File: config.mk
export PLATFORM = sky130hd
export DESIGN_NAME = simpson_integration_core
export DESIGN_NICKNAME = d
export VERILOG_FILES = /design/src/hw/rtl/sint_pkg.sv /design/src/hw/rtl/sint_mul_serial.sv /design/src/hw/rtl/sint_div_serial.sv /design/src/hw/rtl/simpson_integration_core.sv
export SDC_FILE = /design/constraint.sdc
export NUM_CORES = 2
export LEC_CHECK = 0
export BUFFER_PORTS_ARGS = -buffer_cell sky130_fd_sc_hd__buf_4
export CAP_MARGIN = 0
export CORE_MARGIN = 2
export CORE_UTILIZATION = 31
export CTS_CLUSTER_DIAMETER = 100
export DETAILED_ROUTE_END_ITERATION = 16
export PLACE_DENSITY_LB_ADDON = 0.15
export SLEW_MARGIN = 20
export SYNTH_ARGS = -nofsm -noshare
export SYNTH_HDL_FRONTEND = slang
export SYNTH_SLANG_ARGS = --single-unit
export TNS_END_PERCENT = 10
File: constraint.sdc
create_clock -name aclk -period 4.8 [get_ports aclk]
set_input_delay 0.24 -clock aclk [delete_from_list [all_inputs] [get_ports aclk]]
set_output_delay 0.24 -clock aclk [all_outputs]
set_load 0.01 [all_outputs]
File: src/hw/rtl/sint_pkg.sv
`timescale 1ns / 1ps

package sint_pkg;

    // Field widths of the request and result items
    localparam int VAL_W = 24;
    localparam int CNT_W = 11;

    // Defaults and limits
    localparam int SINT_FRAC_BITS = 16;
    localparam int MAX_INTERVALS  = 1024;

    // Saturation bounds, as magnitudes
    localparam logic [VAL_W-1:0] VAL_POS_MAX = 24'h7FFFFF;
    localparam logic [VAL_W-1:0] VAL_NEG_MAG = 24'h800000;

    // Divisor of the final h/3 scaling
    localparam logic [1:0] THIRD_DIVISOR = 2'd3;

    typedef struct packed {
        logic signed [VAL_W-1:0] lower_limit;
        logic signed [VAL_W-1:0] upper_limit;
        logic        [CNT_W-1:0] intervals;
    } sint_in_t;

    typedef struct packed {
        logic signed [VAL_W-1:0] integral;
        logic                    bad_count;
    } sint_out_t;

endpackage

File: src/hw/rtl/sint_mul_serial.sv
`timescale 1ns / 1ps

// Shift-add multiplier, one multiplier bit per cycle, MSB first.
module sint_mul_serial #(
    parameter int A_W = 24,
    parameter int B_W = 24
) (
    input  logic               aclk,
    input  logic               aresetn,
    input  logic               start,
    input  logic [A_W-1:0]     mcand,
    input  logic [B_W-1:0]     mplier,
    output logic               done,
    output logic [A_W+B_W-1:0] product
);

    localparam int P_W  = A_W + B_W;
    localparam int CN_W = $clog2(B_W + 1);

    logic            busy_reg, busy_next;
    logic            done_reg, done_next;
    logic [CN_W-1:0] cnt_reg, cnt_next;
    logic [P_W-1:0]  acc_reg, acc_next;
    logic [A_W-1:0]  mcand_reg, mcand_next;
    logic [B_W-1:0]  mplier_reg, mplier_next;

    always_comb begin
        busy_next   = busy_reg;
        done_next   = 1'b0;
        cnt_next    = cnt_reg;
        acc_next    = acc_reg;
        mcand_next  = mcand_reg;
        mplier_next = mplier_reg;
        if (start) begin
            busy_next   = 1'b1;
            cnt_next    = CN_W'(B_W);
            acc_next    = '0;
            mcand_next  = mcand;
            mplier_next = mplier;
        end else if (busy_reg) begin
            acc_next    = {acc_reg[P_W-2:0], 1'b0}
                        + (mplier_reg[B_W-1] ? P_W'(mcand_reg) : '0);
            mplier_next = mplier_reg << 1;
            cnt_next    = cnt_reg - 1'b1;
            if (cnt_reg == CN_W'(1)) begin
                busy_next = 1'b0;
                done_next = 1'b1;
            end
        end
    end

    always_ff @(posedge aclk) begin
        if (!aresetn) begin
            busy_reg <= 1'b0;
            done_reg <= 1'b0;
            cnt_reg  <= '0;
        end else begin
            busy_reg <= busy_next;
            done_reg <= done_next;
            cnt_reg  <= cnt_next;
        end
    end

    always_ff @(posedge aclk) begin
        acc_reg    <= acc_next;
        mcand_reg  <= mcand_next;
        mplier_reg <= mplier_next;
    end

    assign done    = done_reg;
    assign product = acc_reg;

endmodule

File: src/hw/rtl/sint_div_serial.sv
`timescale 1ns / 1ps

// Restoring divider, one quotient bit per cycle. rem_init must be below divisor.
module sint_div_serial #(
    parameter int DVD_W = 24,
    parameter int DVS_W = 11
) (
    input  logic             aclk,
    input  logic             aresetn,
    input  logic             start,
    input  logic [DVD_W-1:0] dividend,
    input  logic [DVS_W-1:0] divisor,
    input  logic [DVS_W-1:0] rem_init,
    output logic             done,
    output logic [DVD_W-1:0] quotient
);

    localparam int CN_W = $clog2(DVD_W + 1);

    logic             busy_reg, busy_next;
    logic             done_reg, done_next;
    logic [CN_W-1:0]  cnt_reg, cnt_next;
    logic [DVD_W-1:0] quo_reg, quo_next;
    logic [DVS_W-1:0] rem_reg, rem_next;
    logic [DVS_W-1:0] dvs_reg, dvs_next;
    logic [DVS_W:0]   trial;
    logic [DVS_W:0]   trial_sub;
    logic             fits;

    assign trial     = {rem_reg, quo_reg[DVD_W-1]};
    assign trial_sub = trial - {1'b0, dvs_reg};
    assign fits      = (trial >= {1'b0, dvs_reg});

    always_comb begin
        busy_next = busy_reg;
        done_next = 1'b0;
        cnt_next  = cnt_reg;
        quo_next  = quo_reg;
        rem_next  = rem_reg;
        dvs_next  = dvs_reg;
        if (start) begin
            busy_next = 1'b1;
            cnt_next  = CN_W'(DVD_W);
            quo_next  = dividend;
            rem_next  = rem_init;
            dvs_next  = divisor;
        end else if (busy_reg) begin
            rem_next = fits ? trial_sub[DVS_W-1:0] : trial[DVS_W-1:0];
            quo_next = {quo_reg[DVD_W-2:0], fits};
            cnt_next = cnt_reg - 1'b1;
            if (cnt_reg == CN_W'(1)) begin
                busy_next = 1'b0;
                done_next = 1'b1;
            end
        end
    end

    always_ff @(posedge aclk) begin
        if (!aresetn) begin
            busy_reg <= 1'b0;
            done_reg <= 1'b0;
            cnt_reg  <= '0;
        end else begin
            busy_reg <= busy_next;
            done_reg <= done_next;
            cnt_reg  <= cnt_next;
        end
    end

    always_ff @(posedge aclk) begin
        quo_reg <= quo_next;
        rem_reg <= rem_next;
        dvs_reg <= dvs_next;
    end

    assign done     = done_reg;
    assign quotient = quo_reg;

endmodule

File: src/hw/rtl/simpson_integration_core.sv
`timescale 1ns / 1ps
// Sequence: an accepted even count n gives the step h = (b - a) / n; each of the
//   n+1 samples is squared and inverted, then h/3 scales the weighted sum. A rejected
//   count goes straight to S_EMIT with its flag set. Throughput: one request at a time;
//   s_ready stays low from acceptance until the result is handed to the output register.
// Reset: aresetn is synchronous, active low; it clears the control registers, count,
//   step, index and sum to zero at once, no clearing pass; data registers are not reset.

module simpson_integration_core
    import sint_pkg::*;
#(
    parameter int FRAC_BITS = SINT_FRAC_BITS
) (
    input  logic      aclk,
    input  logic      aresetn,
    input  logic      s_valid,
    output logic      s_ready,
    input  sint_in_t  s_data,
    output logic      m_valid,
    input  logic      m_ready,
    output sint_out_t m_data
);

    // Derived widths
    localparam int F     = FRAC_BITS;
    localparam int SQ_W  = 2 * VAL_W - F;                  // x^2 >> F
    localparam int DEN_W = SQ_W + 1;                       // 2^F + sq
    localparam int NUM_W = ((2 * F > SQ_W) ? 2 * F : SQ_W) + 1;
    localparam int YQ_W  = F + 1;                          // 0 < y <= 2^F
    localparam int W_W   = F + 14;                         // 4 * 2^F * 2048 fits
    localparam int P_W   = W_W + VAL_W;                    // |h| * weighted sum
    localparam int D3_W  = P_W + 1 - F;                    // rounded sum >> F

    // Sequencer states
    localparam int ST_W = 4;
    localparam logic [ST_W-1:0] S_IDLE   = 4'd0;
    localparam logic [ST_W-1:0] S_DIVH   = 4'd1;
    localparam logic [ST_W-1:0] S_SQ_GO  = 4'd2;
    localparam logic [ST_W-1:0] S_SQ     = 4'd3;
    localparam logic [ST_W-1:0] S_RCP    = 4'd4;
    localparam logic [ST_W-1:0] S_SCL_GO = 4'd5;
    localparam logic [ST_W-1:0] S_SCL    = 4'd6;
    localparam logic [ST_W-1:0] S_DIV3   = 4'd7;
    localparam logic [ST_W-1:0] S_EMIT   = 4'd8;

    logic [ST_W-1:0]  state_reg, state_next;
    logic [CNT_W-1:0] n_reg, n_next;
    logic [VAL_W-1:0] x_reg, x_next;                       // current abscissa
    logic             h_neg_reg, h_neg_next;
    logic [VAL_W-1:0] step_width_reg, step_width_next;     // signed h
    logic [CNT_W-1:0] sample_index_reg, sample_index_next;
    logic [W_W-1:0]   weighted_sum_reg, weighted_sum_next;
    sint_out_t        pend_reg, pend_next;
    sint_out_t        m_data_reg, m_data_next;
    logic             m_valid_reg, m_valid_next;

    logic             accept;
    logic             in_bad;
    logic [VAL_W:0]   diff;
    logic [VAL_W:0]   diff_abs;

    // Step division: |b - a| / n
    logic             divh_start, divh_done;
    logic [VAL_W-1:0] divh_quo;

    // Sample: square, then reciprocal
    logic [VAL_W-1:0]   x_abs;
    logic               sq_start, sq_done;
    logic [2*VAL_W-1:0] sq_prod;
    logic [DEN_W-1:0]   den;
    logic [NUM_W-1:0]   num;
    logic               divy_start, divy_done;
    logic [YQ_W-1:0]    y_quo;

    // Weighting
    logic             is_end;
    logic [W_W-1:0]   y_ext;
    logic [W_W-1:0]   w_add;

    // Final scaling
    logic [VAL_W-1:0] h_mag;
    logic             sc_start, sc_done;
    logic [P_W-1:0]   sc_prod;
    logic [P_W:0]     rnd_sum;
    logic             div3_start, div3_done;
    logic [D3_W-1:0]  q3;
    logic             pos_over, neg_over;
    logic [VAL_W-1:0] res;

    // ------------------------------------------------------------------
    // Request side: accept only while idle; the output register stands
    // between the sequencer and the result channel.
    // ------------------------------------------------------------------
    assign s_ready = (state_reg == S_IDLE);
    assign accept  = s_valid && s_ready;

    // Reject zero, odd, or too-large counts
    assign in_bad = (s_data.intervals == '0) || s_data.intervals[0]
                 || (32'(s_data.intervals) > 32'(MAX_INTERVALS));

    // b - a in one extra bit, then its magnitude (always below 2^VAL_W)
    assign diff     = {s_data.upper_limit[VAL_W-1], s_data.upper_limit}
                    - {s_data.lower_limit[VAL_W-1], s_data.lower_limit};
    assign diff_abs = diff[VAL_W] ? (~diff + 1'b1) : diff;

    assign divh_start = accept && !in_bad;

    sint_div_serial #(
        .DVD_W (VAL_W),
        .DVS_W (CNT_W)
    ) u_div_step (
        .aclk     (aclk),
        .aresetn  (aresetn),
        .start    (divh_start),
        .dividend (diff_abs[VAL_W-1:0]),
        .divisor  (s_data.intervals),
        .rem_init ('0),
        .done     (divh_done),
        .quotient (divh_quo)
    );

    // ------------------------------------------------------------------
    // Per sample: sq = |x|^2 >> F, y = round(2^2F / (2^F + sq)).
    // The quotient is known to fit in F+1 bits, so the top of the
    // numerator seeds the remainder and only F+1 steps remain.
    // ------------------------------------------------------------------
    assign x_abs    = x_reg[VAL_W-1] ? (~x_reg + 1'b1) : x_reg;
    assign sq_start = (state_reg == S_SQ_GO);

    sint_mul_serial #(
        .A_W (VAL_W),
        .B_W (VAL_W)
    ) u_mul_square (
        .aclk    (aclk),
        .aresetn (aresetn),
        .start   (sq_start),
        .mcand   (x_abs),
        .mplier  (x_abs),
        .done    (sq_done),
        .product (sq_prod)
    );

    assign den = DEN_W'(sq_prod[2*VAL_W-1:F]) + (DEN_W'(1) << F);
    assign num = (NUM_W'(1) << (2 * F)) + NUM_W'(den >> 1);

    assign divy_start = (state_reg == S_SQ) && sq_done;

    sint_div_serial #(
        .DVD_W (YQ_W),
        .DVS_W (DEN_W)
    ) u_div_recip (
        .aclk     (aclk),
        .aresetn  (aresetn),
        .start    (divy_start),
        .dividend (num[F:0]),
        .divisor  (den),
        .rem_init (DEN_W'(num >> (F + 1))),
        .done     (divy_done),
        .quotient (y_quo)
    );

    // Simpson weights: ends 1, odd interior 4, even interior 2
    assign is_end = (sample_index_reg == '0) || (sample_index_reg == n_reg);
    assign y_ext  = W_W'(y_quo);
    assign w_add  = is_end ? y_ext
                  : (sample_index_reg[0] ? (y_ext << 2) : (y_ext << 1));

    // ------------------------------------------------------------------
    // Scaling: sign(h) * round(|h| * w / (3 * 2^F)), half away from zero.
    // Add 1.5 * 2^F, drop F bits by shift, then divide by three serially.
    // ------------------------------------------------------------------
    assign h_mag    = step_width_reg[VAL_W-1] ? (~step_width_reg + 1'b1) : step_width_reg;
    assign sc_start = (state_reg == S_SCL_GO);

    sint_mul_serial #(
        .A_W (W_W),
        .B_W (VAL_W)
    ) u_mul_scale (
        .aclk    (aclk),
        .aresetn (aresetn),
        .start   (sc_start),
        .mcand   (weighted_sum_reg),
        .mplier  (h_mag),
        .done    (sc_done),
        .product (sc_prod)
    );

    assign rnd_sum    = {1'b0, sc_prod} + ((P_W + 1)'(3) << (F - 1));
    assign div3_start = (state_reg == S_SCL) && sc_done;

    sint_div_serial #(
        .DVD_W (D3_W),
        .DVS_W (2)
    ) u_div_third (
        .aclk     (aclk),
        .aresetn  (aresetn),
        .start    (div3_start),
        .dividend (rnd_sum[P_W:F]),
        .divisor  (THIRD_DIVISOR),
        .rem_init ('0),
        .done     (div3_done),
        .quotient (q3)
    );

    // Saturate to the signed result range
    assign pos_over = (q3 > D3_W'(VAL_POS_MAX));
    assign neg_over = (q3 > D3_W'(VAL_NEG_MAG));
    assign res = h_neg_reg ? (neg_over ? VAL_NEG_MAG : (~q3[VAL_W-1:0] + 1'b1))
                           : (pos_over ? VAL_POS_MAX : q3[VAL_W-1:0]);

    // ------------------------------------------------------------------
    // Sequencer
    // ------------------------------------------------------------------
    always_comb begin
        state_next        = state_reg;
        n_next            = n_reg;
        x_next            = x_reg;
        h_neg_next        = h_neg_reg;
        step_width_next   = step_width_reg;
        sample_index_next = sample_index_reg;
        weighted_sum_next = weighted_sum_reg;
        pend_next         = pend_reg;
        m_data_next       = m_data_reg;
        // drop the result once taken
        m_valid_next      = m_valid_reg && !m_ready;

        case (state_reg)
            S_IDLE: begin
                if (accept) begin
                    n_next            = s_data.intervals;
                    x_next            = s_data.lower_limit;
                    h_neg_next        = diff[VAL_W];
                    sample_index_next = '0;
                    weighted_sum_next = '0;
                    if (in_bad) begin
                        // reject: zero result, flag set, state cleared
                        step_width_next    = '0;
                        pend_next.integral = '0;
                        pend_next.bad_count = 1'b1;
                        state_next         = S_EMIT;
                    end else begin
                        state_next = S_DIVH;
                    end
                end
            end
            S_DIVH: begin
                if (divh_done) begin
                    step_width_next = h_neg_reg ? (~divh_quo + 1'b1) : divh_quo;
                    state_next      = S_SQ_GO;
                end
            end
            S_SQ_GO: begin
                state_next = S_SQ;
            end
            S_SQ: begin
                if (sq_done) begin
                    state_next = S_RCP;
                end
            end
            S_RCP: begin
                if (divy_done) begin
                    // accumulate, advance the abscissa
                    weighted_sum_next = weighted_sum_reg + w_add;
                    x_next            = x_reg + step_width_reg;
                    if (sample_index_reg == n_reg) begin
                        state_next = S_SCL_GO;
                    end else begin
                        sample_index_next = sample_index_reg + 1'b1;
                        state_next        = S_SQ_GO;
                    end
                end
            end
            S_SCL_GO: begin
                state_next = S_SCL;
            end
            S_SCL: begin
                if (sc_done) begin
                    state_next = S_DIV3;
                end
            end
            S_DIV3: begin
                if (div3_done) begin
                    pend_next.integral  = res;
                    pend_next.bad_count = 1'b0;
                    state_next          = S_EMIT;
                end
            end
            S_EMIT: begin
                // hold until the output register is free
                if (!m_valid_reg || m_ready) begin
                    m_data_next  = pend_reg;
                    m_valid_next = 1'b1;
                    state_next   = S_IDLE;
                end
            end
            default: begin
                state_next = S_IDLE;
            end
        endcase
    end

    always_ff @(posedge aclk) begin
        if (!aresetn) begin
            state_reg        <= S_IDLE;
            m_valid_reg      <= 1'b0;
            n_reg            <= '0;
            step_width_reg   <= '0;
            sample_index_reg <= '0;
            weighted_sum_reg <= '0;
        end else begin
            state_reg        <= state_next;
            m_valid_reg      <= m_valid_next;
            n_reg            <= n_next;
            step_width_reg   <= step_width_next;
            sample_index_reg <= sample_index_next;
            weighted_sum_reg <= weighted_sum_next;
        end
    end

    always_ff @(posedge aclk) begin
        x_reg      <= x_next;
        h_neg_reg  <= h_neg_next;
        pend_reg   <= pend_next;
        m_data_reg <= m_data_next;
    end

    assign m_valid = m_valid_reg;
    assign m_data  = m_data_reg;

    // ------------------------------------------------------------------
    // Assertions
    // ------------------------------------------------------------------
    a_units_one_done: assert property (@(posedge aclk) disable iff (!aresetn)
        $onehot0({divh_done, sq_done, divy_done, sc_done, div3_done}))
        else $error("more than one arithmetic unit finished in the same cycle");

    a_index_bound: assert property (@(posedge aclk) disable iff (!aresetn)
        sample_index_reg <= n_reg)
        else $error("sample index ran past the interval count");

    a_recip_range: assert property (@(posedge aclk) disable iff (!aresetn)
        (state_reg == S_RCP && divy_done)
            |-> (y_quo != '0 && y_quo <= (YQ_W'(1) << F)))
        else $error("reciprocal sample out of range");

    a_emit_waits: assert property (@(posedge aclk) disable iff (!aresetn)
        (state_reg == S_EMIT && m_valid_reg && !m_ready)
            |=> (state_reg == S_EMIT && m_valid_reg))
        else $error("result overwrote an untaken result");

endmodule
==> After elaboration in Yosys (flattened, before gate mapping) <==
Index checks and enable logic that the tools add are counted.
{ "totals": {"regBits": 566, "output_inout_bits": 27} }
{ "classes": {"addsub": 22, "n_lt_le_gt_ge": 6, "n_eq_ne": 23, "mux": 86, "bitwise_logic": 11, "reduce_logical": 40} }
{ "ops": {"columns": ["operator", "count"], "rows": [
  ["24-bit 2-to-1 mux", 19],
  ["24-bit by 1-bit adder with 24-bit output, second input constant", 5],
  ["24-bit inverter", 5],
  ["24-bit one-hot mux with 2 select lines", 2],
  ["30-bit 2-to-1 mux", 3],
  ["39-bit 2-to-1 mux", 2],
  ["25-bit 2-to-1 mux", 3],
  ["30-bit one-hot mux with 2 select lines", 1],
  ["54-bit by 17-bit adder with 55-bit output, second input constant", 1],
  ["54-bit adder", 1],
  ["25-bit one-hot mux with 2 select lines", 1],
  ["48-bit adder", 1],
  ["11-bit 2-to-1 mux", 4],
  ["5-bit 2-to-1 mux", 8],
  ["39-bit by 23-bit > comparator with 1-bit output, second input constant", 1],
  ["39-bit by 24-bit > comparator with 1-bit output, second input constant", 1],
  ["19-bit 2-to-1 mux", 2],
  ["4-bit one-hot mux with 9 select lines", 1],
  ["34-bit by 33-bit greater-or-equal comparator with 1-bit output", 1],
  ["17-bit 2-to-1 mux", 2],
  ["32-bit by 17-bit adder with 33-bit output, second input constant", 1],
  ["33-bit by 32-bit adder with 33-bit output, first input constant", 1],
  ["33-bit 2-to-1 mux", 1],
  ["33-bit subtractor", 1],
  ["40 further kinds", 120]
]} }

==> Longest topological paths before layout <==
{ "depth": {"ltp_word": 6, "ltp_mapped": 20, "depth_no_buf": 18} }

==> Modules after synthesis <==
From an unflattened synthesis, not the netlist that was laid out.
{ "unflattened": {"cells_unflattened": 3718, "area_unflattened_um2": 36361.1} }
{ "by_module_without_submodules": {"columns": ["mod", "n_inst", "cells_each", "area_per_inst_um2", "seq_area_each_um2"], "rows": [
  ["simpson_integration_core", 1, 1686, 13853.3, 3873.7],
  ["sint_mul_serial (u_mul_scale)", 1, 592, 6162.2, 2842.7],
  ["sint_div_serial (u_div_recip)", 1, 552, 5819.3, 2632.5],
  ["sint_mul_serial (u_mul_square)", 1, 524, 5422.7, 2542.4],
  ["sint_div_serial (u_div_step)", 1, 220, 2830.2, 1521.5],
  ["sint_div_serial (u_div_third)", 1, 144, 2273.4, 1451.4]
]} }

==> Worst setup path before layout <==
No wires, ideal clock.
{ "synth_path": {"kind": "reg2reg", "start": "register sample_index_reg[0]", "end": "register weighted_sum_reg[20]", "arrival_ns": 4.059, "t_required_ns": 4.672, "path_slack_ns": 0.614, "path_stages_with_launch": 20, "cell_sequence": "dfxtp_1 clkbuf_1 inv_1 ha_1 a41o_1 clkbuf_1 nand2_1 o21ai_0 fa_1 nand3_1 a21oi_1 a211oi_1 o21a_1 o211ai_1 a31oi_1 o21ai_0 nor3_1 nand2b_1 xor2_1 nor2_1"} }
{ "synth_via": {"elab_chain_len": 6, "elab_cells_between_ends": 8} }
{ "synth_lines": {"columns": ["item", "line", "text"], "rows": [
  ["start, declared", "simpson_integration_core.sv:51", "logic [CNT_W-1:0] sample_index_reg, sample_index_next;"],
  ["start signal, assigned", "simpson_integration_core.sv:315", "sample_index_reg <= sample_index_next;"],
  ["11-bit equality test or 11-bit zero test (tied branches)", "simpson_integration_core.sv:163", "assign is_end = (sample_index_reg == '0) || (sample_index_reg == n_reg);"],
  ["1-bit logical OR", "simpson_integration_core.sv:163", null],
  ["19-bit 2-to-1 mux (*)", "simpson_integration_core.sv:165", "assign w_add = is_end ? y_ext"],
  ["30-bit by 19-bit adder with 30-bit output (*)", "simpson_integration_core.sv:263", "weighted_sum_next = weighted_sum_reg + w_add;"],
  ["30-bit 2-to-1 mux (*)", "simpson_integration_core.sv:261", "if (divy_done) begin"],
  ["30-bit one-hot mux with 2 select lines (*)", "simpson_integration_core.sv:227", "case (state_reg)"],
  ["end signal, assigned", "simpson_integration_core.sv:316", "weighted_sum_reg <= weighted_sum_next;"],
  ["end, declared", "simpson_integration_core.sv:52", "logic [W_W-1:0] weighted_sum_reg, weighted_sum_next;"]
]} }
Mark *: on every way between the ends. The rest lies on a longest branch, timed or not. The select of a mux whose other input is x is not followed.
A chain may end at the register's enable or synchronous reset.

==> Worst setup path after layout <==
{ "layout_path": {"start": "register u_div_recip.quo_reg[16] (netlist: u_div_recip.quotient[16])", "end": "register u_div_recip.rem_reg[22]"} }
{ "layout_via": {"elab_chain_len": 2, "elab_cells_between_ends": 3} }
{ "layout_lines": {"columns": ["item", "line", "text"], "rows": [
  ["start, declared", "sint_div_serial.sv:23", "logic [DVD_W-1:0] quo_reg, quo_next;"],
  ["start signal, assigned", "sint_div_serial.sv:71", "quo_reg <= quo_next;"],
  ["33-bit subtractor or 34-bit by 33-bit greater-or-equal comparator with 1-bit output (tied branches)", "sint_div_serial.sv:31, sint_div_serial.sv:32", null],
  ["33-bit 2-to-1 mux (*)", "sint_div_serial.sv:48", "rem_next = fits ? trial_sub[DVS_W-1:0] : trial[DVS_W-1:0];"],
  ["end signal, assigned", "sint_div_serial.sv:72", "rem_reg <= rem_next;"],
  ["end, declared", "sint_div_serial.sv:24", "logic [DVS_W-1:0] rem_reg, rem_next;"]
]} }
Mark *: on every way between the ends. The rest lies on a longest branch, timed or not.

==> flow_metrics.py <==
metrics = {
    "final_layout": {
        "design_area_um2": 39100,
        "drive_above_1_share_pct": 7.53,
        "layout.cells.non_filler": 5316,
        "fin_nets": 4100,
        "area_growth_pct": 14.7,
        "fillerInstances": 11200,
        "largest_reg_flops": 54,
        "layout_commonest_cell": "nand2_1",
        "final_cell_mix": "nand2_1 (501), edfxtp_1 (317), o21ai_0 (300)",
        "num_antenna_cells": 0,
    },
    "yosys": {
        "ys_warn_count": 0,
        "synth.avg_cell_area_um2": 9.05,
        "ys_seq_area_share_pct": 42.6,
        "ys_ff_latch": 566,
        "synthCells": 3766,
        "synth_edf_count": 317,
        "synth.area.top_cells": "edfxtp_1 (28%), dfxtp_1 (15%), ha_1 (6.9%)",
        "ys_types": 78,
        "synthArstFlopShare_pct": 0,
        "ys.flop_type": "edfxtp_1",
        "syn_nets": 4024,
        "synth_top_area_cell": "edfxtp_1",
        "syn_area_um2": 34100,
        "synth.top_cell.area_share_pct": 27.9,
    },
    "worst_setup_path": {
        "cp_data_required_time_ns": 5.25,
        "crit_type": "register to register",
        "ff2ff_path_depth": 15,
        "r2r_slack_ns": 0.46,
        "cp_max_fo": 22,
        "cp.arrival_ns": 4.80,
        "critPathLaunchType": "register",
        "end_kind": "register",
        "worstReg2RegStart": "u_div_recip.quotient[16]",
        "r2r-end": "u_div_recip.rem_reg[22]",
    },
    "global_routing": {
        "overflow": 0,
        "grt_usage_pct": 15.6,
        "grt_pass1_wl_um": 142000,
        "grt_pass1_vias": 25900,
        "grt_max_degree": 80,
        "antenna_found_initial": 4,
    },
    "clock_network": {
        "clock_sinks": 566,
        "clk_latency_ns": 0.63,
        "clockRootBuffer": "clkbuf_16",
        "cts_buffer_depth": 3,
        "htree_levels": 3,
        "cts-resized-gates": 0,
        "cts_buffers": 72,
        "cts_tree": "yes",
        "clkTransAtPathRegs_ns": 0.06,
    },
    "power_and_ir_drop": {
        "totalPowerFinal_mw": 13.8,
        "vdd_drop_max_mv": 0.193,
        "leakagePower_nw": 15.2,
        "cellPowerDensity_nw_per_um2": 352,
    },
    "outcome": {
        "status": "completed",
    },
    "timing": {
        "fin_setup_tns_ns": 0,
        "fin_crit_sh_pct": 90.5,
        "finalMaxSlewViolations": 0,
        "worst_pin_slew_ns": 1.02,
        "finalHoldViolations": 0,
        "min_period_ns": 4.34,
        "slew_headroom_pct": 31.6,
        "rsz0062_at_grt": "no",
        "max_freq_mhz": 230,
        "setup_viol": 0,
        "finalClockSkew_ns": 0.0268,
    },
    "route": {
        "drc": 0,
        "dr_total_vias": 26200,
        "drt-total-wl_um": 87500,
        "drtIter0Drc": 1394,
        "vias_per_cell": 4.92,
        "ant_nets": 0,
        "wire_per_inst_um": 16.5,
        "drtPass1Iterations": 5,
    },
    "placement": {
        "place_area_um2": 36300,
        "gp_congestion": 0.809,
        "dp.cells": 5150,
        "numPortBuffers": 89,
        "hpwlAfterDp_um": 63200,
    },
    "hold_path": {
        "holdPathStages": 3,
        "hold_path_end": "x_reg[2]",
        "worstHoldStart": "s_data[37]",
        "hp-class": "input pin to register",
    },
    "floorplanning": {
        "io-pin-count": 90,
        "rows": 121,
        "die_h_um": 336,
        "dieArea_um2": 113000,
        "core-area_um2": 109000,
        "die_w_um": 336,
        "start_util_pct": 31.3,
    },
    "run": {
        "maxCapViolations": 0,
    },
}
==> per-layer routing <==
metal  GRT usage (%)  wire length, um
met1            21.3            42900
met2            25.5            39900
met3            2.23             2900
met4            4.46             1870
met5               0                0
==> area by class of cell <==
| type | instances | area [um^2] | share of cell area, % |
|---|---|---|---|
| clock buffer | 96 | 2060 | 5.26 |
| tap | 1414 | 1770 | 4.53 |
| clock inverter | 38 | 437 | 1.12 |
| inverter | 160 | 601 | 1.54 |
| timing repair buffer | 168 | 1340 | 3.43 |
| multi-input combinational | 2874 | 18400 | 47.0 |
| sequential | 566 | 14500 | 37.1 |
==> kinds of logic after synthesis <==
kind of cell,synth area share [%]
flops,42.6
simple gates,18.5
fa+ha+maj,7.31
mux,2.02
xor+xnor,8.97
buf+inv,3.60
compound gates,17.0
==> worst max-delay path: stages, from the launching register on <==
cell	delay, ns
edfxtp_1	0.39
inv_1	0.13
ha_1	0.24
fa_1	0.40
nor2b_1	0.22
o21bai_1	0.14
a211oi_1	0.29
o21ai_0	0.16
a211oi_1	0.39
a31oi_1	0.19
o21ai_1	0.41
a31o_2	0.60
buf_4	0.35
nand2_1	0.09
o211ai_1	0.10
a21oi_1	0.09
==> where the power goes <==
group	leakage [nW]	internal, mW	switching (mW)	total (mW)
Sequential	4.94	5.51	0.399	5.91
Clock	1.22	3.47	2.25	5.72
Combinational	9.04	0.919	1.20	2.12
==> worst max path at each step <==
stage	startpoint	end	slack [ns]	depth (start not counted)
finish	u_div_recip.quotient[16]	u_div_recip.rem_reg[22]	0.46	15
global route	u_div_recip.quotient[16]	u_div_recip.rem_reg[29]	0.05	14
CTS	u_div_recip.quotient[16]	u_div_recip.rem_reg[22]	0.44	15
detailed placement	u_div_recip.quotient[16]	u_div_recip.rem_reg[22]	0.48	15
global placement	sample_index_reg[2]	weighted_sum_reg[20]	0.63	19
floorplan	sample_index_reg[0]	weighted_sum_reg[20]	0.61	19
==> stage by stage <==
| stage | worst slack (ns) | hold slack, ns | utilization [%] |
|---|---|---|---|
| 4_1_cts | 0.445 | 0.00768 | 35.9 |
| 6_report | 0.458 | 0.0501 | 35.9 |
| 3_5_place_dp | 0.485 | 0.405 | 33.3 |
| 2_1_floorplan | 0.614 | 0.339 | - |
| 5_1_grt | 0.0535 | 0.0435 | 35.9 |
| 3_3_place_gp | 0.629 | 0.401 | 33.3 |
==> synthesized netlist by cell type, drive strengths merged (63+ instances only) <==
library cell    n
a21o           73
a21oi         219
and2           66
clkbuf        148
dfxtp         249
edfxtp        317
ha            188
inv           160
mux2i          63
nand2         503
nor2          294
nor2b          81
nor3           84
o21ai         301
xnor2         198
xor2          151
==> what timing repair did <==
action                                 CTS  global route
setup buffers                            0             0
setup endpoints to repair                0             0
hold buffers                            32             0
endpoints found under the hold margin   43             0
Note: power is estimated with default switching activity, not from simulation.
